===== src/rtl/sbc_pkg.sv =====
// Shared types, constants and helpers for the swept box collision side block.
package sbc_pkg;

  // Width of a signed gap or penetration between two box edges.
  localparam int GW = 27;
  // Width of a velocity magnitude; the divider remainder is one bit wider.
  localparam int DW = 16;
  localparam int RW = DW + 1;

  typedef enum logic [2:0] {
    SIDE_NONE   = 3'd0,
    SIDE_LEFT   = 3'd1,
    SIDE_RIGHT  = 3'd2,
    SIDE_TOP    = 3'd3,
    SIDE_BOTTOM = 3'd4
  } side_e;

  // Control that travels down the divider chain next to the dividends.
  typedef struct packed {
    logic       ovl;
    side_e      ovl_side;
    logic       none_early;
    logic       vx_pos;
    logic       vy_pos;
    logic       vx_zero;
    logic       vy_zero;
    logic [3:0] neg;
  } ctl_t;

  function automatic logic [GW-2:0] gap_abs(input logic signed [GW-1:0] g);
    logic signed [GW-1:0] m;
    m = g[GW-1] ? -g : g;
    return m[GW-2:0];
  endfunction

endpackage


===== src/rtl/sbc_back.sv =====
// Back stages: signed times, hit window test and the output register.
module sbc_back #(
  parameter int FRAC_BITS = 8,
  parameter int NW        = 34
) (
  input  logic                           clk_i,
  input  logic                           rst_ni,
  input  logic                           en_i,
  input  logic                           valid_i,
  input  sbc_pkg::ctl_t                  ctl_i,
  input  logic [3:0][sbc_pkg::RW+NW-1:0] z_i,
  output logic                           valid_o,
  output logic [2:0]                     hit_side_o
);

  localparam int TW = NW + 2;
  localparam logic signed [TW-1:0] NoLimitLow  = {2'b11, {NW{1'b0}}};
  localparam logic signed [TW-1:0] NoLimitHigh = {2'b01, {NW{1'b0}}};
  localparam logic signed [TW-1:0] OneT = TW'(1) << FRAC_BITS;

  logic signed [3:0][TW-1:0] t_d;
  logic signed [TW-1:0]      t_q [4];
  sbc_pkg::ctl_t             ctl_q;
  logic                      va_q;

  always_comb begin
    logic signed [TW-1:0] m;
    for (int k = 0; k < 4; k++) begin
      m = signed'({2'b00, z_i[k][NW-1:0]});
      t_d[k] = ctl_i.neg[k] ? -m : m;
    end
    if (ctl_i.vx_zero) begin
      t_d[0] = NoLimitLow;
      t_d[1] = NoLimitHigh;
    end
    if (ctl_i.vy_zero) begin
      t_d[2] = NoLimitLow;
      t_d[3] = NoLimitHigh;
    end
  end

  always_ff @(posedge clk_i or negedge rst_ni) begin
    if (!rst_ni) begin
      va_q <= 1'b0;
    end else if (en_i) begin
      va_q <= valid_i;
    end
  end

  always_ff @(posedge clk_i) begin
    if (en_i) begin
      ctl_q <= ctl_i;
      for (int k = 0; k < 4; k++) begin
        t_q[k] <= t_d[k];
      end
    end
  end

  // The latest entry is after the earliest exit exactly when some entry is
  // after some exit, so no max or min is needed before the window test.
  logic           late, early, after_frame, x_first;
  sbc_pkg::side_e side_d;

  assign late        = (t_q[0] > t_q[1]) || (t_q[0] > t_q[3])
                    || (t_q[2] > t_q[1]) || (t_q[2] > t_q[3]);
  assign early       = (t_q[0] < 0) && (t_q[2] < 0);
  assign after_frame = (t_q[0] > OneT) || (t_q[2] > OneT);
  assign x_first     = t_q[0] > t_q[2];

  always_comb begin
    if (ctl_q.ovl) begin
      side_d = ctl_q.ovl_side;
    end else if (ctl_q.none_early || late || early || after_frame) begin
      side_d = sbc_pkg::SIDE_NONE;
    end else if (x_first) begin
      side_d = ctl_q.vx_pos ? sbc_pkg::SIDE_RIGHT : sbc_pkg::SIDE_LEFT;
    end else begin
      side_d = ctl_q.vy_pos ? sbc_pkg::SIDE_BOTTOM : sbc_pkg::SIDE_TOP;
    end
  end

  always_ff @(posedge clk_i or negedge rst_ni) begin
    if (!rst_ni) begin
      valid_o <= 1'b0;
    end else if (en_i) begin
      valid_o <= va_q;
    end
  end

  always_ff @(posedge clk_i) begin
    if (en_i) begin
      hit_side_o <= side_d;
    end
  end

endmodule


===== config.mk =====
export PLATFORM = sky130hd
export DESIGN_NAME = sbc_back
export DESIGN_NICKNAME = d
export VERILOG_FILES = /design/src/rtl/sbc_pkg.sv /design/src/rtl/sbc_back.sv
export SDC_FILE = /design/constraint.sdc
export NUM_CORES = 1
export LEC_CHECK = 0
export ABC_CLOCK_PERIOD_IN_PS = 2600
export BUFFER_PORTS_ARGS = -buffer_cell sky130_fd_sc_hd__buf_4
export CORE_AREA = 3 3 161 163
export CTS_CLUSTER_DIAMETER = 100
export DETAILED_ROUTE_END_ITERATION = 7
export DIE_AREA = 0 0 164 166
export PLACE_DENSITY = 0.89
export SYNTH_ARGS = -nofsm -noshare
export SYNTH_HDL_FRONTEND = slang
export SYNTH_SLANG_ARGS = --single-unit

===== constraint.sdc =====
create_clock -name clk_i -period 2.6 [get_ports clk_i]
set_input_delay 0.52 -clock clk_i [delete_from_list [all_inputs] [get_ports clk_i]]
set_output_delay 0.52 -clock clk_i [all_outputs]
set_load 0.05 [all_outputs]

After elaboration in Yosys (flattened, before gate mapping)
Memory sizes are Yosys's and may differ from the RTL's.
Cells that the tools add are included.
- add/subtract/negate cells: 4
- order comparisons: 9
- muxes and demuxes: 13
- reductions and logical operators: 8
- operator list (operator ; number):
    36-bit > comparator ; 5
    36-bit 2-to-1 mux ; 4
    72-bit 2-to-1 mux ; 2
    34-bit negation with 36-bit output ; 4
    36-bit by 10-bit > comparator with 1-bit output, second input constant ; 2
    36-bit by 1-bit < comparator with 1-bit output, second input constant ; 2
    3-bit 2-to-1 mux ; 4
    1-bit logical OR ; 7
    1-bit 2-to-1 mux ; 2
    2-bit 2-to-1 mux ; 1
    1-bit logical AND ; 1
- register bits after elaboration: 12
- bits in writable memories: 144
- output and inout port bits: 4
- logic and storage cells: 43
- memories kept: 1
- memories (name ; words ; width ; rd ports ; clocked after memory_dff ; write ports ; line ; source):
    t_q ; 4 ; 36 ; 4 ; 0 ; 4 ; sbc_back.sv:22 ; logic signed [TW-1:0] t_q [4];

Logic depth before layout (Yosys ltp)
- depth in word-level cells: 9
- mapped depth: 10
- depth with buffers taken out: 10

Worst setup path before layout
OpenSTA, ideal clock, no wires.
- path kind: input-to-reg
- start: input port z_i[0] (netlist bit)
- end: memory t_q[0][30] (netlist bit) (data pin)
- data arrival time: 2.744 ns
- data required time: 2.334 ns
- setup slack: -0.410 ns
- stages: 10
- path buffers: 0
- cells stage by stage: inv_1 -> ha_1 -> or3b_2 -> nor4_1 -> nand3_1 -> or3_1 -> or3_1 -> o31ai_1 -> xor2_1 -> nor2_1
- RTL lines (element ; line ; source):
    from (decl) ; sbc_back.sv:11 ; input logic [3:0][sbc_pkg::RW+NW-1:0] z_i,
    to (decl) ; sbc_back.sv:22 ;

==> results.yml <==
critical_path:
  rr_worst_depth: 12
  crit_path_top_delay_cell: "o41ai_4"
  worstPathMaxFanout: 3
  crit_chain: "inv_2 -> buf_4 -> ha_4 -> nand4_1 -> buf_4 -> nor4_4 -> buf_4 -> nand2_4 -> o41ai_4 -> mux2i_4 -> nor4b_4 -> a32o_1"
  cp.arrival_ns: 3.33
  r2r-start: "t_q[1][35]"
  crit_top_cell: "buf_4"
  end_kind: "flip-flop"
  required_ns: 2.92
  cp-start-kind: "flip-flop"
  critPathKind: "flip-flop to flip-flop"
  slowest_delay_ns: 0.43
  r2r_setup_slack_ns: -0.40
  rr_endpoint: "hit_side_o[2]"
clock_tree:
  cts.sinks: 156
  insertion_delay_ns: 0.47
  cts.clk_slew.worst_paths_ns: 0.07
  cts_tree: "yes"
  cts_root_buffer: "clkbuf_16"
  cts.path.max_buffers: 2
  cts_buffers: 17
  htreeDepth: 4
finish:
  post-route-util: 0.6996
  nets: 2098
  antennaDiodeCount: 0
  fin_cells: 2029
  fin_area_mm2: 0.01711
  area_growth_pct: 35.06
  drive_above_1_share: 0.3021
  fillers: 1581
logic_synthesis:
  synth_top_family_by_area: "adder cells"
  synth_edf_count: 154
  yosysSeqAreaShare: 0.3689
  yosysWarnings: 0
  synth.top_cell.area_share: 0.3650
  yosys.area_share.simple: 0.1691
  synthDistinctLibCells: 61
  ys_async_sr_fraction: 0.01282
  synth_top_area_cell: "edfxtp_1"
  synth_nets: 1727
  synth_area_mm2: 0.01267
  netlist_instances: 1321
  synthXorXnorAreaFrac: 0.08848
  syn_avg_cell_area_um2: 9.592
  synth_compound_area_frac: 0.1349
  synth_fa_ha_area_frac: 0.1827
  synth_mux_area_frac: 0.008887
  yosys-top-cells-area: "edfxtp_1 (36%), ha_1 (18%), xor2_1 (8.4%), nor2_1 (4.6%), inv_1 (3.7%)"
  synth_ff_type: "edfxtp_1"
  synth_seq_cells: 156
floorplanning:
  dieArea_mm2: 0.02722
  boundaryPins: 225
  design.core.area_mm2: 0.02446
  start_util: 0.5180
  die_x_um: 164
  die_y_um: 166
  num_rows: 57
min_path:
  worstHoldStart: "ctl_i[12]"
  min_to: "ctl_q[12]"
  worstHoldPathType: "input pin to flip-flop"
  hold_depth: 1
timing:
  rsz0062_at_grt: "yes"
  max_freq_mhz: 332.8
  worst_hold_slack_ns: 0.2327
  hold_violations: 0
  slew_violations: 0
  period_share: 1.156
  fin_crit_ns: 3.004
  skew_ns: 0.01821
  tightest_slew_ns: 0.7118
  setup_violations: 7
  worst_slack_ns: -0.4044
  tns_ns: -1.386
  slew_headroom: 0.5254
run_status:
  violations: "negative setup slack"
  status: "finished with violations"
power:
  totalPowerFinal_mw: 8.439
  irDropWorstVdd_v: 0.0004453
  powerDensity_mw_per_mm2: 493.1
  p_leak_nw: 7.633
detailed_routing:
  wl_per_cell_um: 19.66
  topRoutingLayerUsed: "met4"
  firstDrtPassIters: 7
  wl_met1_um: 13690
  met3_length_um: 2588
  wl_met2_um: 20640
  via_per_inst: 6.110
  drc: 0
  drtIter0Drc: 1100
  vias: 12400
  drt-total-wl_um: 39890
  ant_nets: 0
global_routing:
  antenna_found_initial: 0
  first_global_vias: 12150
  gr-usage-all-layers: 0.2686
  grt_pass1_wl_um: 57810
  grt_max_degree: 73
  grt_overflow: 0
flow_run:
  maxCapViolations: 0
placement:
  gp_congestion: 0.9612
  placed_cells: 1979
  dpl_worst_slack_ns: -0.6149
  placed_area_mm2: 0.01593
  dp_hpwl_um: 28670
  port-buffer-count: 156
[cell type report]
cell class              instances  area (um2)  area share
multi-input cells            1006        7994      0.4671
flip-flops and latches        156        4674      0.2732
repair buffers                387        2965      0.1733
well taps                     324       405.4     0.02369
clock inverters                15       172.7     0.01009
inverters                     124       475.5     0.02778
clock buffers                  17       425.4     0.02486
[flip-flops by register name (all words and copies together), names as in the netlist]
signal      flops
ctl_q           7
hit_side_o      3
va_q            1
t_q           144
valid_o         1
[power breakdown]
part	switching (mW)	internal [mW]	leakage, nW
combinational	1.44	1.21	5.84
clock	1.09	1.50	0.280
sequential	0.163	3.04	1.51
[cells in the final DEF (no fill, tap or decap), types with 5 or more instances in the layout]
master / Yosys / final
buf_4: 0 / 373
ha_1: 185 / 173
edfxtp_1: 154 / 154
nor2_1: 154 / 153
xor2_1: 121 / 121
inv_1: 124 / 114
a21oi_1: 71 / 70
nand2_1: 68 / 66
o21ai_0: 59 / 49
nand4_1: 42 / 42
o31ai_1: 40 / 33
nand3_1: 31 / 27
nor4_1: 27 / 22
nor3_1: 21 / 17
clkbuf_16: 0 / 17
nor2b_1: 14 / 14
or3_1: 19 / 14
o41ai_1: 22 / 14
a21o_1: 13 / 13
or4_1: 18 / 13
ha_4: 0 / 12
buf_6: 0 / 12
nand2b_1: 10 / 9
inv_2: 0 / 8
or4_4: 3 / 8
a211oi_1: 8 / 8
o211ai_1: 7 / 7
mux2i_1: 9 / 7
or3_4: 2 / 7
xnor2_1: 7 / 7
o21a_1: 6 / 6
o41ai_2: 1 / 6
o21ai_1: 0 / 5
nand3_2: 1 / 5
nor4_4: 2 / 5
o31ai_4: 1 / 5
o21ai_2: 0 / 5
[how the worst max path moves through the flow]
stage          startpoint             to  slack [ns]  depth (start not counted)
2_1_floorplan      z_i[1]     t_q[0][33]       -0.29                          8
6_report       t_q[1][35]  hit_side_o[2]       -0.40                         12
3_5_place_dp       z_i[1]     t_q[0][31]       -0.61                          9
4_1_cts        t_q[2][35]  hit_side_o[2]       -0.24                         10
5_1_grt        t_q[1][35]  hit_side_o[2]       -0.48                         12
3_3_place_gp       z_i[1]     t_q[0][33]       -0.55                          9
[layer usage]
metal | vias up | GRT usage
met4 | 0 | 0.1673
met2 | 656 | 0.4892
met1 | 5845 | 0.2846
li1 | 5630 | -
met5 | - | 0
met3 | 266 | 0.04465
[cells by family after synthesis]
logic type,after synthesis
buf+inv,159
fa+ha+maj,185
xor+xnor,128
mux,11
flops,156
simple gates,425
compound gates,257
[critical path, delay by kind of cell, from the launching register on]
family                     cells  cell delay, ns
adders and majority gates      1            0.27
DFF                            1            0.38
AOI/OAI and AO/OA              2            0.65
buffers and inverters          4            0.57
and+or+nand+nor                4            0.82
muxes                          1            0.16
[Yosys cell counts (3+ instances only)]
library cell / instances
clkbuf_1: 34
nor4_1: 27
a2111oi_0: 4
nand4_1: 42
o41ai_1: 22
o21a_1: 6
and4_1: 3
nor3_1: 21
o211ai_1: 7
edfxtp_1: 154
inv_1: 124
a21oi_1: 71
nand3_1: 31
mux2i_1: 9
nor2_1: 154
nand2_1: 68
o21ai_0: 59
or4_1: 18
ha_1: 185
or3_1: 19
a221oi_1: 3
a21o_1: 13
a32o_1: 3
xnor2_1: 7
or4_4: 3
a211oi_1: 8
xor2_1: 121
nor2b_1: 14
o31ai_1: 40
nand2b_1: 10
[repair_timing]
item / 4_1_cts / 5_1_grt
setup endpoints to repair: 11 / 27
resized for setup: 31 / 52
pin swaps: 18 / 23
hold endpoints to repair: 2 / 0
hold buffers: 1 / 0
setup buffers: 9 / 11
cloned: 0 / 0
No activity file was read; power rests on OpenSTA's default activity.
