===== config.mk =====
export PLATFORM = sky130hd
export DESIGN_NAME = sbc_cell
export DESIGN_NICKNAME = d
export VERILOG_FILES = /design/src/rtl/sbc_pkg.sv /design/src/rtl/sbc_cell.sv
export SDC_FILE = /design/constraint.sdc
export NUM_CORES = 1
export LEC_CHECK = 0
export BUFFER_PORTS_ARGS = -buffer_cell sky130_fd_sc_hd__buf_2
export CORE_AREA = 2 2 197 199
export DETAILED_ROUTE_END_ITERATION = 10
export DIE_AREA = 0 0 199 201
export HOLD_SLACK_MARGIN = 0.06
export MAX_ROUTING_LAYER = met4
export PLACE_DENSITY = 0.67
export SKIP_CTS_REPAIR_TIMING = 1
export SYNTH_ARGS = -nofsm -noshare
export SYNTH_HDL_FRONTEND = slang
export SYNTH_SLANG_ARGS = --single-unit

===== constraint.sdc =====
create_clock -name clk_i -period 1 [get_ports clk_i]
set_input_delay 0.1 -clock clk_i [delete_from_list [all_inputs] [get_ports clk_i]]
set_output_delay 0.1 -clock clk_i [all_outputs]
set_load 0.02 [all_outputs]

===== src/rtl/sbc_pkg.sv =====
// Shared types, constants and helpers for the swept box collision side block.
package sbc_pkg;

  // Width of a signed gap or penetration between two box edges.
  localparam int GW = 27;
  // Width of a velocity magnitude; the divider remainder is one bit wider.
  localparam int DW = 16;
  localparam int RW = DW + 1;

  typedef enum logic [2:0] {
    SIDE_NONE   = 3'd0,
    SIDE_LEFT   = 3'd1,
    SIDE_RIGHT  = 3'd2,
    SIDE_TOP    = 3'd3,
    SIDE_BOTTOM = 3'd4
  } side_e;

  // Control that travels down the divider chain next to the dividends.
  typedef struct packed {
    logic       ovl;
    side_e      ovl_side;
    logic       none_early;
    logic       vx_pos;
    logic       vy_pos;
    logic       vx_zero;
    logic       vy_zero;
    logic [3:0] neg;
  } ctl_t;

  function automatic logic [GW-2:0] gap_abs(input logic signed [GW-1:0] g);
    logic signed [GW-1:0] m;
    m = g[GW-1] ? -g : g;
    return m[GW-2:0];
  endfunction

endpackage


===== src/rtl/sbc_cell.sv =====
// One restoring division step for the four entry and exit time quotients.
module sbc_cell #(
  parameter int NW = 34
) (
  input  logic                           clk_i,
  input  logic                           rst_ni,
  input  logic                           en_i,
  input  logic                           valid_i,
  input  sbc_pkg::ctl_t                  ctl_i,
  input  logic [3:0][sbc_pkg::RW+NW-1:0] z_i,
  input  logic [sbc_pkg::DW-1:0]         dx_i,
  input  logic [sbc_pkg::DW-1:0]         dy_i,
  output logic                           valid_o,
  output sbc_pkg::ctl_t                  ctl_o,
  output logic [3:0][sbc_pkg::RW+NW-1:0] z_o,
  output logic [sbc_pkg::DW-1:0]         dx_o,
  output logic [sbc_pkg::DW-1:0]         dy_o
);

  localparam int ZW = sbc_pkg::RW + NW;
  localparam int RW = sbc_pkg::RW;

  logic [3:0][ZW-1:0] z_d;

  // The upper RW bits hold the partial remainder, the lower bits the dividend
  // still to be shifted in and the quotient bits already found.
  always_comb begin
    logic [ZW-1:0] t;
    logic [RW-1:0] dv;
    for (int k = 0; k < 4; k++) begin
      t  = z_i[k] << 1;
      dv = (k < 2) ? {1'b0, dx_i} : {1'b0, dy_i};
      if (t[ZW-1 -: RW] >= dv) begin
        t[ZW-1 -: RW] = t[ZW-1 -: RW] - dv;
        t[0] = 1'b1;
      end
      z_d[k] = t;
    end
  end

  always_ff @(posedge clk_i or negedge rst_ni) begin
    if (!rst_ni) begin
      valid_o <= 1'b0;
    end else if (en_i) begin
      valid_o <= valid_i;
    end
  end

  always_ff @(posedge clk_i) begin
    if (en_i) begin
      ctl_o <= ctl_i;
      z_o   <= z_d;
      dx_o  <= dx_i;
      dy_o  <= dy_i;
    end
  end

endmodule


**Yosys cells after proc, flatten, opt, wreduce, memory -nomap -nowiden**

Index checks and enable logic that the tools add are counted.

- Latch bits: 0
- Flip-flop bits (word level): 250
- Bits of input ports: 253
- Memory bits (writable): 0
- Memories: 0
- Memory bits (read-only): 0
- Logic and storage cells: 31
- Output and inout port bits: 250

- Muxes and demuxes: 8
- Eq/ne operators: 0
- $add $sub $neg: 4
- Shifts and indexed selects: 0
- Bitwise operators: 0
- Reduce and logical (&&, ||, !) cells: 0
- Div/mod/pow operators: 0
- $lt $le $gt $ge: 4
- Multiply operators: 0

Operator list:

| cell | number |
|---|---|
| 17-bit by 16-bit >= comparator with 1-bit output | 4 |
| 17-bit 2-to-1 mux | 4 |
| 17-bit by 16-bit subtractor with 17-bit output | 4 |
| 1-bit 2-to-1 mux | 4 |

**Longest topological paths before layout**

Gate-level depths: netlist of the first run.

- Depth in word-level cells: 2
- Gate-level depth with buffers: 13
- Gate-level depth less buffers: 10

**Least setup slack after synthesis of the first run**

OpenSTA, ideal clock, no wires.

- Path kind: in2reg
- Start point: input dx_i[10] in the netlist's numbering
- End point: register z_o[99] in the netlist's numbering (data pin)
- Stages: 12
- Arrival time: 2.188 ns
- Buffers on the path: 2
- Slack: -1.454 ns
- Setup time: 0.266 ns
- Path through: inv_1 -> ha_1 -> buf_6 -> a21o_1 -> a22oi_2 -> o211ai_1 -> a221oi_2 -> o21ba_2 -> buf_6 -> inv_6 -> mux2_4 -> or3b_1

RTL lines:

| what | line | source |
|---|---|---|
| start, declared | sbc_cell.sv:11 | `input logic [sbc_pkg::DW-1:0] dx_i,` |
| end signal, assigned | sbc_cell.sv:52 | `z_o <= z_d;` |
| end, declared | sbc_cell.sv:15 | `output logic [3:0][sbc_pkg::RW+NW-1:0] z_o,` |

==> qor.txt, run 1 <==
Tcrit/Tclk final: 1.87
Root Driver: clkbuf_16
H-tree Lvls: 1
Switching Share: 0.296
Vias in the first global route: 10461
Ys Warns: 0
Worst-skew pair later-pin latency: 560 ps
Seq/Total Area, Yosys: 0.632
Die X: 199 µm
Drt wl/cell: 20.1 µm
CP Max Fanout: 5
Measured slew at the worst slew-check pin: 440 ps
Clock-pin slew on the worst setup and hold paths: 70 ps
CP arrival: 2190 ps
Fmax: 0.534 GHz
Final Critical Period: 1870 ps
Initial antenna violation count: 10
Psw: 0.0102 W
Clock Skews: 0 ps
Gr usage total: 0.202
Post-synth EDFFs: 249
Synthesized area: 11900 µm²
Final Max Tran Viols: 0
Internal power: 0.0244 W
Pwr dens: 1480 nW/µm²
Rows: 72
Post-DP HPWL: 33.9 mm
Most common cell after layout, fill and taps aside: buf_2
Routability cong.: 0.920
Final setup fails: 322
Height of the chip: 201 µm
Worst vdd ir: 0.00160 V
Vias: 11808
Combinational share of power: 0.313
Syn nets: 1205
Seq pwr share: 0.387
DRC: 0
I/O Buffers: 498
Pleak: 10.1 nW
Routed wire length: 50.1 mm
Post-synth cell types: 67
Total Nets Final: 2258
Yosys reg bits: 250
Violated checks: hold timing, setup timing
Filler Cell Count: 2775
Largest net degree at the start of global routing: 26
Startpoint Class: input pin
Reg2Reg Setup Slack: 230 ps
TritonCTS buffer count: 28
Initial DRT Pass Iterations: 5
Max clock buf depth: 3
Synth Area per Inst: 13.4 µm²
Clock Power Share: 0.300
Clk sinks: 250
GR Overflow Total: 0
Final Hold Fails: 2
Share of layout cells above drive strength 1: 0.538
Routed Antenna Nets: 0
Slew margin rel.: 0.705
Initial Util: 0.311
CTS tree: done
Final core occ: 0.614
Synth async-reset ratio: 0.00400
Worst Setup Path Type: input pin to flip-flop
Design Power: 0.0346 W
Synth Flop Type: edfxtp_1
Die area: 40000 µm²
Most frequent cells in the layout: 293 x buf_2, 263 x buf_4, 249 x edfxtp_1, 241 x dlygate4sd3_1, 214 x buf_6
Setup crit end kind: flip-flop
Area Growth Syn to Fin: 97.0%
Syn Inst Count: 884
RSZ-0062 raised after global routing: true
Worst hold path type: input pin to flip-flop
Max_cap viols: 0
Worst path required time: 1320 ps
Core outline area: 38100 µm²
Worst hold slack: -245 ps
Status: finished, violations left
First-pass GRT wire length: 59.1 mm
Initial DRC Count: 615
Num ports: 503
Final setup margin: -871 ps
Avg Vias per Cell: 4.75
worst max-delay path, stage by stage:
cell and delay, ps:
buf_2 120, inv_2 90, ha_4 220, and2_4 160, a22oi_2 200, o211ai_1 160, a221oi_2 260, o21ba_4 200
inv_8 30, mux2_4 280, or3b_1 360
worst paths after layout:
check                          from       to  cells after the start
setup reg to reg            valid_o  valid_o                      1
hold / removal              dx_i[0]  dx_o[0]                      1
setup / recovery           dx_i[12]  z_o[99]                     11
max in group asynchronous    rst_ni  valid_o                      3
hold reg to reg             valid_o  valid_o                      1
min in group asynchronous    rst_ni  valid_o                      3
final cells by class:
| cell class | instances | area [µm²] | area share |
|---|---|---|---|
| Timing Repair Buffer | 1037 | 8770 | 0.375 |
| Sequential cell | 250 | 7500 | 0.321 |
| Multi-Input combinational cell | 560 | 5200 | 0.222 |
| Clock buffer | 30 | 708 | 0.0303 |
| Tap cell | 518 | 648 | 0.0277 |
| Inverter | 60 | 328 | 0.0140 |
| Clock inverter | 21 | 208 | 0.00888 |
| Antenna cell | 10 | 25.0 | 0.00107 |
routing by layer:
layer	track usage	vias to the layer above	wire, µm
met2	0.347	419	25900
li1	-	5493	-
met1	0.233	5805	19500
met3	0.0445	91	3150
met5	-	-	0
met4	0.0677	0	1500
metrics by stage:
| step | setup TNS (ps) | cell area [µm²] | hold slack (ps) | setup WS (ps) | std cells |
|---|---|---|---|---|---|
| after floorplan | -77140 | 12500 | -196 | -1390 | 884 |
| after global placement | -99300 | 17800 | -125 | -1600 | 2161 |
| after detailed placement | -100890 | 17800 | -123 | -1600 | 2161 |
| after CTS | -114820 | 18700 | -723 | -1000 | 2212 |
| after global routing | -118770 | 23400 | -276 | -902 | 2486 |
| final | -105800 | 23400 | -245 | -871 | 2486 |
flip-flops by register name, indices dropped and copies added (netlist names):
signal / cells
dx_o: 16
dy_o: 16
z_o: 204
valid_o: 1
ctl_o: 13
synthesized netlist by cell type, drive strengths merged, types with 14 or more instances:
| cell | instances | area share |
|---|---|---|
| nor3 | 14 | 0.0059 |
| inv | 60 | 0.019 |
| a21oi | 57 | 0.025 |
| xnor2 | 19 | 0.014 |
| mux2 | 36 | 0.036 |
| edfxtp | 249 | 0.63 |
| xor2 | 16 | 0.012 |
| nand2 | 59 | 0.019 |
| nand3 | 14 | 0.0059 |
| o21ai | 48 | 0.020 |
| a21o | 19 | 0.012 |
| nor2 | 60 | 0.019 |
| ha | 64 | 0.067 |
kinds of logic after synthesis:
family / synth area share
compound gates: 0.121
xor+xnor: 0.0258
fa+ha+maj: 0.0742
buf+inv: 0.0265
flops: 0.632
mux: 0.0399
simple gates: 0.0807
power groups by stage:
stage          clock network (W)  logic, W  registers, W
2_1_floorplan                  0   0.00288        0.0147
3_3_place_gp                   0   0.00800        0.0133
3_5_place_dp                   0   0.00812        0.0133
4_1_cts                   0.0105   0.00815        0.0131
5_1_grt                   0.0110    0.0114        0.0135
6_report                  0.0104    0.0108        0.0134
(Power assumes the default switching activity.)
==> run 2, diff against run 1 <==
Settings changed: BUFFER_PORTS_ARGS -buffer_cell sky130_fd_sc_hd__buf_2 to unset, DONT_BUFFER_PORTS set to 1, PLACE_DENSITY 0.67 to 0.56.
==> qor.txt, run 2 (synthesis results as in run 1) <==
Status: finished, violations left (unchanged)
Violated checks: hold timing, setup timing (unchanged)
Critical-path cell list: clkinvlp_4 -> ha_4 -> and2_4 -> a22oi_2 -> o211ai_1 -> a221oi_2 -> o21ba_4 -> inv_8 -> mux2_4 -> or3b_1 (was buf_2 -> inv_2 -> ha_4 -> and2_4 -> a22oi_2 -> o211ai_1 -> a221oi_2 -> o21ba_4 -> inv_8 -> mux2_4 -> or3b_1)
Gr usage total: 0.177 (was 0.202)
Rows: 72 (unchanged)
H-tree Lvls: 1 (unchanged)
Initial Util: 0.311 (unchanged)
Area Growth Syn to Fin: 57.8% (was 97.0%)
Pwr dens: 1660 nW/µm² (was 1480 nW/µm²)
Num ports: 503 (unchanged)
Worst hold slack: -364 ps (was -245 ps)
Worst reg2reg path depth: 1 (unchanged)
Most frequent cells in the layout: 249 x edfxtp_1, 237 x dlygate4sd3_1, 228 x buf_4, 59 x nand2_1, 49 x nor2_1 (was 293 x buf_2, 263 x buf_4, 249 x edfxtp_1, 241 x dlygate4sd3_1, 214 x buf_6)
R2R Path End: valid_o (unchanged)
Worst path required time: 1300 ps (was 1320 ps)
Worst-skew pair later-pin latency: 550 ps (was 560 ps)
Max clock buf depth: 3 (unchanged)
Stages on worst setup path: 10 (was 11)
Startpoint Class: input pin (unchanged)
Vias in the first global route: 8095 (was 10461)
DRC: 0 (unchanged)
Drt wl/cell: 21.2 µm (was 20.1 µm)
Avg Vias per Cell: 4.88 (was 4.75)
Initial DRT Pass Iterations: 5 (unchanged)
I/O Buffers: 0 (was 498)
Max incr delay on CP: 350 ps (was 360 ps)
Hold Path Depth: 0 (was 1)
GR Overflow Total: 0 (unchanged)
Routed Antenna Nets: 0 (unchanged)
Clock Skews: 0 ps (unchanged)
CP arrival: 2100 ps (was 2190 ps)
Final setup margin: -805 ps (was -871 ps)
Setup crit end kind: flip-flop (unchanged)
Final setup fails: 322 (unchanged)
Initial DRC Count: 458 (was 615)
Setup WS pre-CTS: -1430 ps (was -1600 ps)
Most flops, register: z_o (unchanged)
Initial antenna violation count: 2 (was 10)
Worst hold path type: input pin to flip-flop (unchanged)
TritonCTS buffer count: 29 (was 28)
Height of the chip: 201 µm (unchanged)
CTS tree: done (unchanged)
Fmax: 0.554 GHz (was 0.534 GHz)
Reg2Reg Setup Slack: 240 ps (was 230 ps)
Tcrit/Tclk final: 1.80 (was 1.87)
Clk sinks: 250 (unchanged)
Die area: 40000 µm² (unchanged)
Total Nets Final: 1703 (was 2258)
Die X: 199 µm (unchanged)
Final Max Tran Viols: 0 (unchanged)
Post-DP HPWL: 28.8 mm (was 33.9 mm)
Hold Startpoint: dy_i[0] (was dx_i[0])
Measured slew at the worst slew-check pin: 487 ps (was 440 ps)
Slew margin rel.: 0.672 (was 0.705)
Biggest regs: z_o: 204 flops, dx_o: 16 flops, dy_o: 16 flops (unchanged)
Worst Setup Path Type: input pin to flip-flop (unchanged)
Largest net degree at the start of global routing: 251 (was 26)
Most common cell after layout, fill and taps aside: edfxtp_1 (was buf_2)
WHS Endpoint: dy_o[0] (was dx_o[0])
Routability cong.: 0.910 (was 0.920)
Max_cap viols: 0 (unchanged)
Routed wire length: 40.7 mm (was 50.1 mm)
Worst vdd ir: 0.00129 V (was 0.00160 V)
RSZ-0062 raised after global routing: true (unchanged)
CP max-delay cell: or3b_1 (unchanged)
Largest register FFs: 204 (unchanged)
Final Critical Period: 1800 ps (was 1870 ps)
Cell family with most CP delay: compound AO/OA/AOI/OAI gates (unchanged)
CP Max Fanout: 3 (was 5)
Filler Cell Count: 3239 (was 2775)
First-pass GRT wire length: 51.1 mm (was 59.1 mm)
Core outline area: 38100 µm² (unchanged)
CP Buf/Inv Count: 2 (was 3)
R2R Path Start: valid_o (unchanged)
Pleak: 7.32 nW (was 10.1 nW)
Final Hold Fails: 263 (was 2)
Root Driver: clkbuf_16 (unchanged)
Share of layout cells above drive strength 1: 0.332 (was 0.538)
Clock-pin slew on the worst setup and hold paths: 60 ps (was 70 ps)
Vias: 9385 (was 11808)
[run 2: stage by stage]
stage	total power [W]	area [µm²]	setup TNS [ps]	std cells	utilization
6_report	0.0311	18700	-81740	1924	0.492
5_1_grt	0.0324	18700	-94820	1924	0.492
4_1_cts	0.0300	15700	-87990	1670	0.412
3_5_place_dp	0.0196	14800	-87900	1617	0.388
3_3_place_gp	0.0196	14800	-86540	1617	0.388
2_1_floorplan	0.0175	12500	-77140	884	-
[run 2: power by group]
part | switching (W) | leakage [nW] | internal [W] | total, W
Combinational | 0.00260 | 4.42 | 0.00339 | 0.00599
Clock | 0.00430 | 0.446 | 0.00608 | 0.0104
Sequential | 0.00188 | 2.45 | 0.0129 | 0.0148
[run 2: cell type report]
class	count	area [µm²]	share of cell area
clock buffers	32	737	0.0393
well taps	518	648	0.0346
inverters	60	332	0.0177
diodes	2	5.00	0.000267
clock inverters	21	193	0.0103
multi-input cells	560	5020	0.268
flip-flops and latches	250	7500	0.401
repair buffers	481	4290	0.229
[run 2: how the worst max path moves through the flow]
stage / startpoint / to / slack (ps)
finish: dx_i[11] / z_o[99] / -800
global route: dx_i[12] / z_o[99] / -860
CTS: dx_i[11] / z_o[99] / -820
detailed placement: dx_i[11] / z_o[99] / -1430
global placement: dx_i[11] / z_o[99] / -1380
floorplan: dx_i[10] / z_o[99] / -1390
[run 2: per-layer routing]
layer  vias to the layer above  GRT usage  part of all wire
met1                      4539      0.201              0.39
met4                         0     0.0472             0.025
li1                       4369          -                 -
met5                         -          -                 0
met2                       413      0.293              0.49
met3                        64     0.0657             0.088
