$ cat config.mk
export PLATFORM = sky130hd
export DESIGN_NAME = sbc_front
export DESIGN_NICKNAME = d
export VERILOG_FILES = /design/src/rtl/sbc_pkg.sv /design/src/rtl/sbc_front.sv
export SDC_FILE = /design/constraint.sdc
export NUM_CORES = 1
export LEC_CHECK = 0
export ABC_AREA = 1
export BUFFER_PORTS_ARGS = -buffer_cell sky130_fd_sc_hd__buf_2
export CORE_MARGIN = 3
export CORE_UTILIZATION = 50
export DETAILED_ROUTE_END_ITERATION = 8
export PLACE_DENSITY = 0.79
export SETUP_SLACK_MARGIN = 0.02
export SYNTH_ARGS = -nofsm -noshare
export SYNTH_HDL_FRONTEND = slang
export SYNTH_SLANG_ARGS = --single-unit
$ cat constraint.sdc
create_clock -name clk_i -period 4.01 [get_ports clk_i]
set_clock_uncertainty 0.2 [all_clocks]
set_input_delay 0.802 -clock clk_i [delete_from_list [all_inputs] [get_ports clk_i]]
set_output_delay 0.802 -clock clk_i [all_outputs]
set_load 0.005 [all_outputs]
$ cat src/rtl/sbc_pkg.sv
// Shared types, constants and helpers for the swept box collision side block.
package sbc_pkg;

  // Width of a signed gap or penetration between two box edges.
  localparam int GW = 27;
  // Width of a velocity magnitude; the divider remainder is one bit wider.
  localparam int DW = 16;
  localparam int RW = DW + 1;

  typedef enum logic [2:0] {
    SIDE_NONE   = 3'd0,
    SIDE_LEFT   = 3'd1,
    SIDE_RIGHT  = 3'd2,
    SIDE_TOP    = 3'd3,
    SIDE_BOTTOM = 3'd4
  } side_e;

  // Control that travels down the divider chain next to the dividends.
  typedef struct packed {
    logic       ovl;
    side_e      ovl_side;
    logic       none_early;
    logic       vx_pos;
    logic       vy_pos;
    logic       vx_zero;
    logic       vy_zero;
    logic [3:0] neg;
  } ctl_t;

  function automatic logic [GW-2:0] gap_abs(input logic signed [GW-1:0] g);
    logic signed [GW-1:0] m;
    m = g[GW-1] ? -g : g;
    return m[GW-2:0];
  endfunction

endpackage

$ cat src/rtl/sbc_front.sv
// Front stages: edge penetrations, overlap decision and divider operand setup.
module sbc_front #(
  parameter int FRAC_BITS = 8,
  parameter int NW        = 34
) (
  input  logic                                  clk_i,
  input  logic                                  rst_ni,
  input  logic                                  en_i,
  input  logic                                  valid_i,
  input  logic signed [23:0]                    main_x_i,
  input  logic signed [23:0]                    main_y_i,
  input  logic        [7:0]                     main_size_i,
  input  logic signed [15:0]                    main_vx_i,
  input  logic signed [15:0]                    main_vy_i,
  input  logic signed [23:0]                    other_x_i,
  input  logic signed [23:0]                    other_y_i,
  input  logic        [7:0]                     other_size_i,
  input  logic signed [15:0]                    other_vx_i,
  input  logic signed [15:0]                    other_vy_i,
  output logic                                  valid_o,
  output sbc_pkg::ctl_t                         ctl_o,
  output logic [3:0][sbc_pkg::RW+NW-1:0]        z_o,
  output logic [sbc_pkg::DW-1:0]                dx_o,
  output logic [sbc_pkg::DW-1:0]                dy_o
);

  localparam int GW = sbc_pkg::GW;

  logic signed [GW-1:0] ax, ay, bx, by, as_s, bs_s;
  logic signed [GW-1:0] pen_l_d, pen_r_d, pen_u_d, pen_d_d;
  logic signed [GW-1:0] pen_l_q, pen_r_q, pen_u_q, pen_d_q;
  logic signed [16:0]   vx_d, vy_d, vx_q, vy_q;
  logic                 v1_q;

  assign ax   = {{(GW-24){main_x_i[23]}}, main_x_i};
  assign ay   = {{(GW-24){main_y_i[23]}}, main_y_i};
  assign bx   = {{(GW-24){other_x_i[23]}}, other_x_i};
  assign by   = {{(GW-24){other_y_i[23]}}, other_y_i};
  assign as_s = signed'({{(GW-8){1'b0}}, main_size_i} << FRAC_BITS);
  assign bs_s = signed'({{(GW-8){1'b0}}, other_size_i} << FRAC_BITS);

  assign pen_r_d = bx + bs_s - ax;
  assign pen_l_d = ax + as_s - bx;
  assign pen_d_d = by + bs_s - ay;
  assign pen_u_d = ay + as_s - by;
  assign vx_d    = {main_vx_i[15], main_vx_i} - {other_vx_i[15], other_vx_i};
  assign vy_d    = {main_vy_i[15], main_vy_i} - {other_vy_i[15], other_vy_i};

  always_ff @(posedge clk_i or negedge rst_ni) begin
    if (!rst_ni) begin
      v1_q <= 1'b0;
    end else if (en_i) begin
      v1_q <= valid_i;
    end
  end

  always_ff @(posedge clk_i) begin
    if (en_i) begin
      pen_l_q <= pen_l_d;
      pen_r_q <= pen_r_d;
      pen_u_q <= pen_u_d;
      pen_d_q <= pen_d_d;
      vx_q    <= vx_d;
      vy_q    <= vy_d;
    end
  end

  // Second stage: pick the entry and exit gaps and split them into sign and magnitude.
  logic                 vx_zero, vy_zero, vx_pos, vy_pos;
  logic signed [GW-1:0] x_in, x_out, y_in, y_out;
  logic signed [GW-1:0] ox, oy;
  logic signed [16:0]   vx_abs, vy_abs;
  sbc_pkg::ctl_t        ctl_d;
  logic [3:0][sbc_pkg::RW+NW-1:0] z_d;

  assign vx_zero = (vx_q == 17'sd0);
  assign vy_zero = (vy_q == 17'sd0);
  assign vx_pos  = !vx_q[16] && !vx_zero;
  assign vy_pos  = !vy_q[16] && !vy_zero;
  assign x_in    = vx_pos ? -pen_l_q : pen_r_q;
  assign x_out   = vx_pos ? pen_r_q : -pen_l_q;
  assign y_in    = vy_pos ? -pen_u_q : pen_d_q;
  assign y_out   = vy_pos ? pen_d_q : -pen_u_q;
  assign ox      = (pen_l_q < pen_r_q) ? pen_l_q : pen_r_q;
  assign oy      = (pen_u_q < pen_d_q) ? pen_u_q : pen_d_q;
  assign vx_abs  = vx_q[16] ? -vx_q : vx_q;
  assign vy_abs  = vy_q[16] ? -vy_q : vy_q;

  always_comb begin
    ctl_d.ovl = (pen_l_q > 0) && (pen_r_q > 0) && (pen_u_q > 0) && (pen_d_q > 0);
    if (ox < oy) begin
      ctl_d.ovl_side = (pen_l_q < pen_r_q) ? sbc_pkg::SIDE_RIGHT : sbc_pkg::SIDE_LEFT;
    end else begin
      ctl_d.ovl_side = (pen_u_q < pen_d_q) ? sbc_pkg::SIDE_BOTTOM : sbc_pkg::SIDE_TOP;
    end
    ctl_d.none_early = (vx_zero && (pen_l_q <= 0 || pen_r_q <= 0))
                    || (vy_zero && (pen_u_q <= 0 || pen_d_q <= 0));
    ctl_d.vx_pos  = vx_pos;
    ctl_d.vy_pos  = vy_pos;
    ctl_d.vx_zero = vx_zero;
    ctl_d.vy_zero = vy_zero;
    ctl_d.neg[0]  = x_in[GW-1] ^ vx_q[16];
    ctl_d.neg[1]  = x_out[GW-1] ^ vx_q[16];
    ctl_d.neg[2]  = y_in[GW-1] ^ vy_q[16];
    ctl_d.neg[3]  = y_out[GW-1] ^ vy_q[16];
    z_d[0] = {{sbc_pkg::RW{1'b0}}, sbc_pkg::gap_abs(x_in), {FRAC_BITS{1'b0}}};
    z_d[1] = {{sbc_pkg::RW{1'b0}}, sbc_pkg::gap_abs(x_out), {FRAC_BITS{1'b0}}};
    z_d[2] = {{sbc_pkg::RW{1'b0}}, sbc_pkg::gap_abs(y_in), {FRAC_BITS{1'b0}}};
    z_d[3] = {{sbc_pkg::RW{1'b0}}, sbc_pkg::gap_abs(y_out), {FRAC_BITS{1'b0}}};
  end

  always_ff @(posedge clk_i or negedge rst_ni) begin
    if (!rst_ni) begin
      valid_o <= 1'b0;
    end else if (en_i) begin
      valid_o <= v1_q;
    end
  end

  always_ff @(posedge clk_i) begin
    if (en_i) begin
      ctl_o <= ctl_d;
      z_o   <= z_d;
      dx_o  <= vx_abs[sbc_pkg::DW-1:0];
      dy_o  <= vy_abs[sbc_pkg::DW-1:0];
    end
  end

endmodule

* Word-level counts from Yosys, hierarchy flattened
Cells that the tools add are included.
** Storage, ports and cells
- Register bits after elaboration :: 289
- Bits of input ports :: 180
- Output and inout bits :: 250
- Word-level logic and storage cells :: 86
** Cells by class
- Add/sub/neg operators :: 18
- Order comparisons :: 11
- Multiplexer cells :: 15
- Bitwise operators :: 4
- Reductions and logical operators :: 16
** Operators by type and width (count)
- $mux 27 :: 6
- $gt 26x1->1 const B :: 4
- $le 26x1->1 const B :: 4
- $mux 26 :: 4
- $neg 26->26 :: 4
- $sub 25x24->26 :: 4
- $add 24x17->25 :: 4
- $neg 26->27 :: 2
- $lt 26x26->1 :: 2
- $logic_not 17->1 :: 2
- $sub 16x16->17 :: 2
- $mux 16 :: 2
- $neg 16->16 :: 2
- $lt 27x27->1 :: 1
- $logic_and 1x1->1 :: 7
- $mux 3 :: 2
- $logic_not 1->1 :: 4
- $xor 1x1->1 :: 4
- $logic_or 1x1->1 :: 3
- $mux 2 :: 1

* Longest topological paths before layout
- Depth after elaboration :: 6
- Depth in mapped cells :: 23
- Depth with buffers taken out :: 22

* Worst setup path before layout
No wires, ideal clock.
- Kind :: flip-flop to flip-flop
- Start point :: register pen_l_q[3]
- End point :: register ctl_o[9] (netlist bit), data pin
- Setup time :: 0.267 ns
- Data arrival time :: 2.919 ns
- Data required time :: 3.543 ns
- Setup slack :: 0.624 ns
- Stages on the path, launching flop included :: 22
- Clock period less this slack :: 3.386 ns
- Path through :: edfxtp_1 ha_1 a21oi_1 o21ai_0 nand2_1 o2111ai_1 nand3_1 nand2_1 nand2_1 nand2_1 clkbuf_1 nand2_1 o21ai_0 ha_1 a21oi_1 nor2_1 a211oi_1 o21ai_0 a21oi_1 nand3_1 nand2_1 a21oi_1
** RTL lines
- from (decl) :: line sbc_front.sv:31 : logic signed [GW-1:0] pen_l_q, pen_r_q, pen_u_q, pen_d_q;
- from (signal assigned) :: line sbc_front.sv:59 : pen_l_q <= pen_l_d;
- to (signal assigned) :: line sbc_front.sv:122 : ctl_o <= ctl_d;
- to (decl) :: line sbc_front.sv:21 : output sbc_pkg::ctl_t ctl_o,

==> results_dict.tcl <==
set metrics [dict create \
    globalRouteTotalUtil 0.2676 \
    synth.distinct_cells 59 \
    area_delta_synth_final_pct 13.72 \
    drt-total-wl_um 79110 \
    hold_viol 0 \
    worst_pin_slew_ns 0.8577 \
    fp.dieW_um 238.4 \
    critical_path_class "reg2reg" \
    slowest_stage "edfxtp_1" \
    h-tree-depth 1 \
    clock_sinks 285 \
    place_congestion 1.016 \
    ant_nets 0 \
    required_ns 4.14 \
    layout_commonest_cell "nand2_1" \
    critPathBufInv 3 \
    dieArea_mm2 0.05682 \
    die_height_um 238.4 \
    grt_start_max_net_pins 91 \
    rsz0062_at_grt "false" \
    netlist_area_mm2 0.02700 \
    cap_viol_max_count 0 \
    setup-violations-final 0 \
    cp_top_family "simple AND/OR/NAND/NOR gates" \
    grt_pass1_wl_um 120700 \
    fin_util 0.5796 \
    synth_top_flop_cell "edfxtp_1" \
    path_cells "inv_2, ha_1, nand2_1, nor2_1, o211ai_1, o2111ai_1, nand4_1, nand2_1, nand2_1, nand2_4, buf_4, nand2_1, o21ai_1, buf_4, ha_1, nand2_1, nor2_1, a211oi_2, o21ai_1, a21oi_1, nand3_1, nand2_1, a21oi_1" \
    synth-async-reset-ratio 0.007018 \
    period_share 0.9261 \
    numCtsBuffers 30 \
    period_minus_slack_ns 3.714 \
    dp_hpwl_um 65640 \
    leakagePower_nw 15.54 \
    yosys_warnings 0 \
    worstSkewPairLatency_ns 0.58 \
    cts.path.max_buffers 3 \
    tns_ns 0 \
    synth_seq_area_share 0.3166 \
    start_util 0.5097 \
    io_pins 430 \
    synth-edff-count 283 \
    status "completed" \
    endpoint "ctl_o[9]$_DFFE_PP_" \
    final_nets 4407 \
    cp_common_cell "nand2_1" \
    root_buffer "clkbuf_16" \
    reg2reg_slack_ns 0.30 \
    relSlewSlack 0.4234 \
    final_cell_mix "nand2_1, inv_1, buf_2" \
    slowest_delay_ns 0.40 \
    coreArea_mm2 0.05297 \
    vias_per_cell 5.280 \
    min_path_type "in2reg" \
    cp-end-kind "register" \
    peakVddDrop_mv 0.3286 \
    rows 84 \
    cts.clk_slew.worst_paths_ns 0.06 \
    reg2reg_from "pen_d_q[9]$_DFFE_PP_" \
    drc 0 \
    r2r_end "ctl_o[9]$_DFFE_PP_" \
    layout-drive-gt1-share 0.1614 \
    synth_cells 3501 \
    drv_slew 0 \
    critPathMaxFanout 9 \
    critPathLaunchType "register" \
    ff2ff_path_depth 23 \
    vias 24440 \
    port_buffers 329 \
    grt-ovfl-total 0 \
    startpoint "pen_d_q[9]$_DFFE_PP_" \
    fmax_mhz 269.3 \
    ys_ff_latch 285 \
    power.density_mw_per_mm2 471.5 \
    crit_cells 23 \
    worstPathArrival_ns 3.84 \
    antenna_found_initial 0 \
    cts_tree "done" \
    grt_pass1_vias 22370 \
    wire_per_inst_um 17.09 \
    first_iter_violations 2213 \
    syn_area_per_cell_um2 7.712 \
    drt_pass1_iterations 6 \
]
## flip-flops by register name, summed over array words and instances, names as in the netlist
name / cells
dx_o: 16
vx_q: 17
pen_d_q: 25
z_o: 102
pen_u_q: 26
v1_q: 1
vy_q: 17
pen_r_q: 25
pen_l_q: 26
dy_o: 16
ctl_o: 13
valid_o: 1
## cells by family after synthesis
group,Yosys count,synth area share
AO/OA/AOI/OAI,443,0.09319
XOR/XNOR,204,0.06618
adder cells (fa/ha/maj),311,0.1547
buffers and inverters,647,0.1104
flip-flops,285,0.3166
other,1,0.0001389
AND/OR/NAND/NOR,1610,0.2588
## where the power goes
| group | total (W) | switching, W | internal (W) |
|---|---|---|---|
| clock network | 0.00268 | 0.00120 | 0.00148 |
| registers | 0.00465 | 0.000404 | 0.00424 |
| logic | 0.00715 | 0.00456 | 0.00259 |
## cell usage after synthesis, types with 3 or more instances
| cell | number | area (um^2) |
|---|---|---|
| nand3_1 | 199 | 996.0 |
| inv_1 | 481 | 1805 |
| xor2_1 | 146 | 1279 |
| o21bai_1 | 12 | 90.09 |
| nand3_2 | 7 | 70.07 |
| nor2_1 | 246 | 923.4 |
| buf_6 | 12 | 135.1 |
| o21ai_2 | 11 | 96.34 |
| nor2_4 | 13 | 146.4 |
| a21oi_1 | 168 | 840.8 |
| buf_4 | 111 | 833.3 |
| ha_1 | 273 | 3416 |
| a211oi_1 | 6 | 45.04 |
| clkbuf_1 | 15 | 56.30 |
| o21a_1 | 8 | 60.06 |
| fa_1 | 38 | 760.7 |
| nor4_1 | 9 | 56.30 |
| inv_2 | 6 | 22.52 |
| nand3b_1 | 14 | 105.1 |
| o21ai_1 | 15 | 75.07 |
| a21o_1 | 9 | 67.56 |
| a31oi_1 | 17 | 106.4 |
| nor3_1 | 34 | 170.2 |
| nand2_2 | 36 | 225.2 |
| edfxtp_1 | 283 | 8498 |
| nor2_8 | 3 | 60.06 |
| nand2_1 | 953 | 3577 |
| o2111ai_1 | 4 | 35.03 |
| nand4_1 | 57 | 356.6 |
| buf_2 | 17 | 85.08 |
| nor2_2 | 24 | 150.1 |
| a21oi_4 | 3 | 48.80 |
| o21ai_0 | 160 | 800.8 |
| o211ai_1 | 11 | 82.58 |
| and2_1 | 3 | 18.77 |
| xnor2_1 | 58 | 508.0 |
| o31ai_1 | 4 | 30.03 |
| nand2_4 | 5 | 56.30 |
| a221oi_1 | 4 | 35.03 |
## routing by layer
metal / vias to the layer above / share of wire / wire length [um] / track usage
li1: 12130 / - / - / -
met2: 1010 / 0.43 / 34220 / 0.4165
met3: 121 / 0.082 / 6514 / 0.03444
met1: 11180 / 0.46 / 36510 / 0.3977
met5: - / 0 / 0 / 0
met4: 0 / 0.024 / 1860 / 0.06304
## worst register-to-register path: stages (launching register included)
cell and delay [ns]:
edfxtp_1 0.40, inv_2 0.08, ha_1 0.31, nand2_1 0.08, nor2_1 0.13, o211ai_1 0.11, o2111ai_1 0.12, nand4_1 0.16
nand2_1 0.12, nand2_1 0.09, nand2_4 0.14, buf_4 0.15, nand2_1 0.06, o21ai_1 0.12, buf_4 0.15, ha_1 0.21
nand2_1 0.10, nor2_1 0.07, a211oi_2 0.17, o21ai_1 0.09, a21oi_1 0.12, nand3_1 0.10, nand2_1 0.12, a21oi_1 0.08
## area by class of cell
type / instances / area, um^2
fill: 4942 / 22270
antenna: 1 / 2.502
timing repair buffer: 443 / 2613
multi-input combinational: 2668 / 15900
sequential: 285 / 8548
tap: 688 / 860.8
inverter: 488 / 1834
clock inverter: 22 / 157.7
clock buffer: 34 / 787.0
## stage by stage
stage                     area, um^2  instances  worst slack, ns  hold WS, ns  total power (W)
after floorplan                27370       3600           0.6244       0.2264         0.009063
after global routing           30700       4628          0.01092       0.2451          0.01552
after detailed placement       29510       4551           0.1682       0.2509          0.01151
final                          30700       4629           0.2964       0.2358          0.01448
after CTS                      30470       4608           0.1312       0.2100          0.01422
after global placement         29510       4551           0.1552       0.2348          0.01140
## worst min path at each step
stage / slack (ns) / startpoint / depth (start not counted) / to
final: 0.24 / valid_i / 3 / v1_q$_DFFE_PN0P_
after global routing: 0.25 / valid_i / 3 / v1_q$_DFFE_PN0P_
after CTS: 0.21 / valid_i / 3 / v1_q$_DFFE_PN0P_
after detailed placement: 0.25 / vy_q[0]$_DFFE_PP_ / 0 / dy_o[0]$_DFFE_PP_
after global placement: 0.23 / vy_q[0]$_DFFE_PP_ / 0 / dy_o[0]$_DFFE_PP_
after floorplan: 0.23 / vy_q[0]$_DFFE_PP_ / 0 / dy_o[0]$_DFFE_PP_
## repair_timing
| item | in CTS | in global routing |
|---|---|---|
| buffers inserted | 0 | 18 |
| setup endpoints to repair | 0 | 3 |
| endpoints found under the hold margin | 2 | 0 |
| hold buffers | 1 | 0 |
| resized for setup | 0 | 35 |
Note: power is estimated with default switching activity, not from simulation.
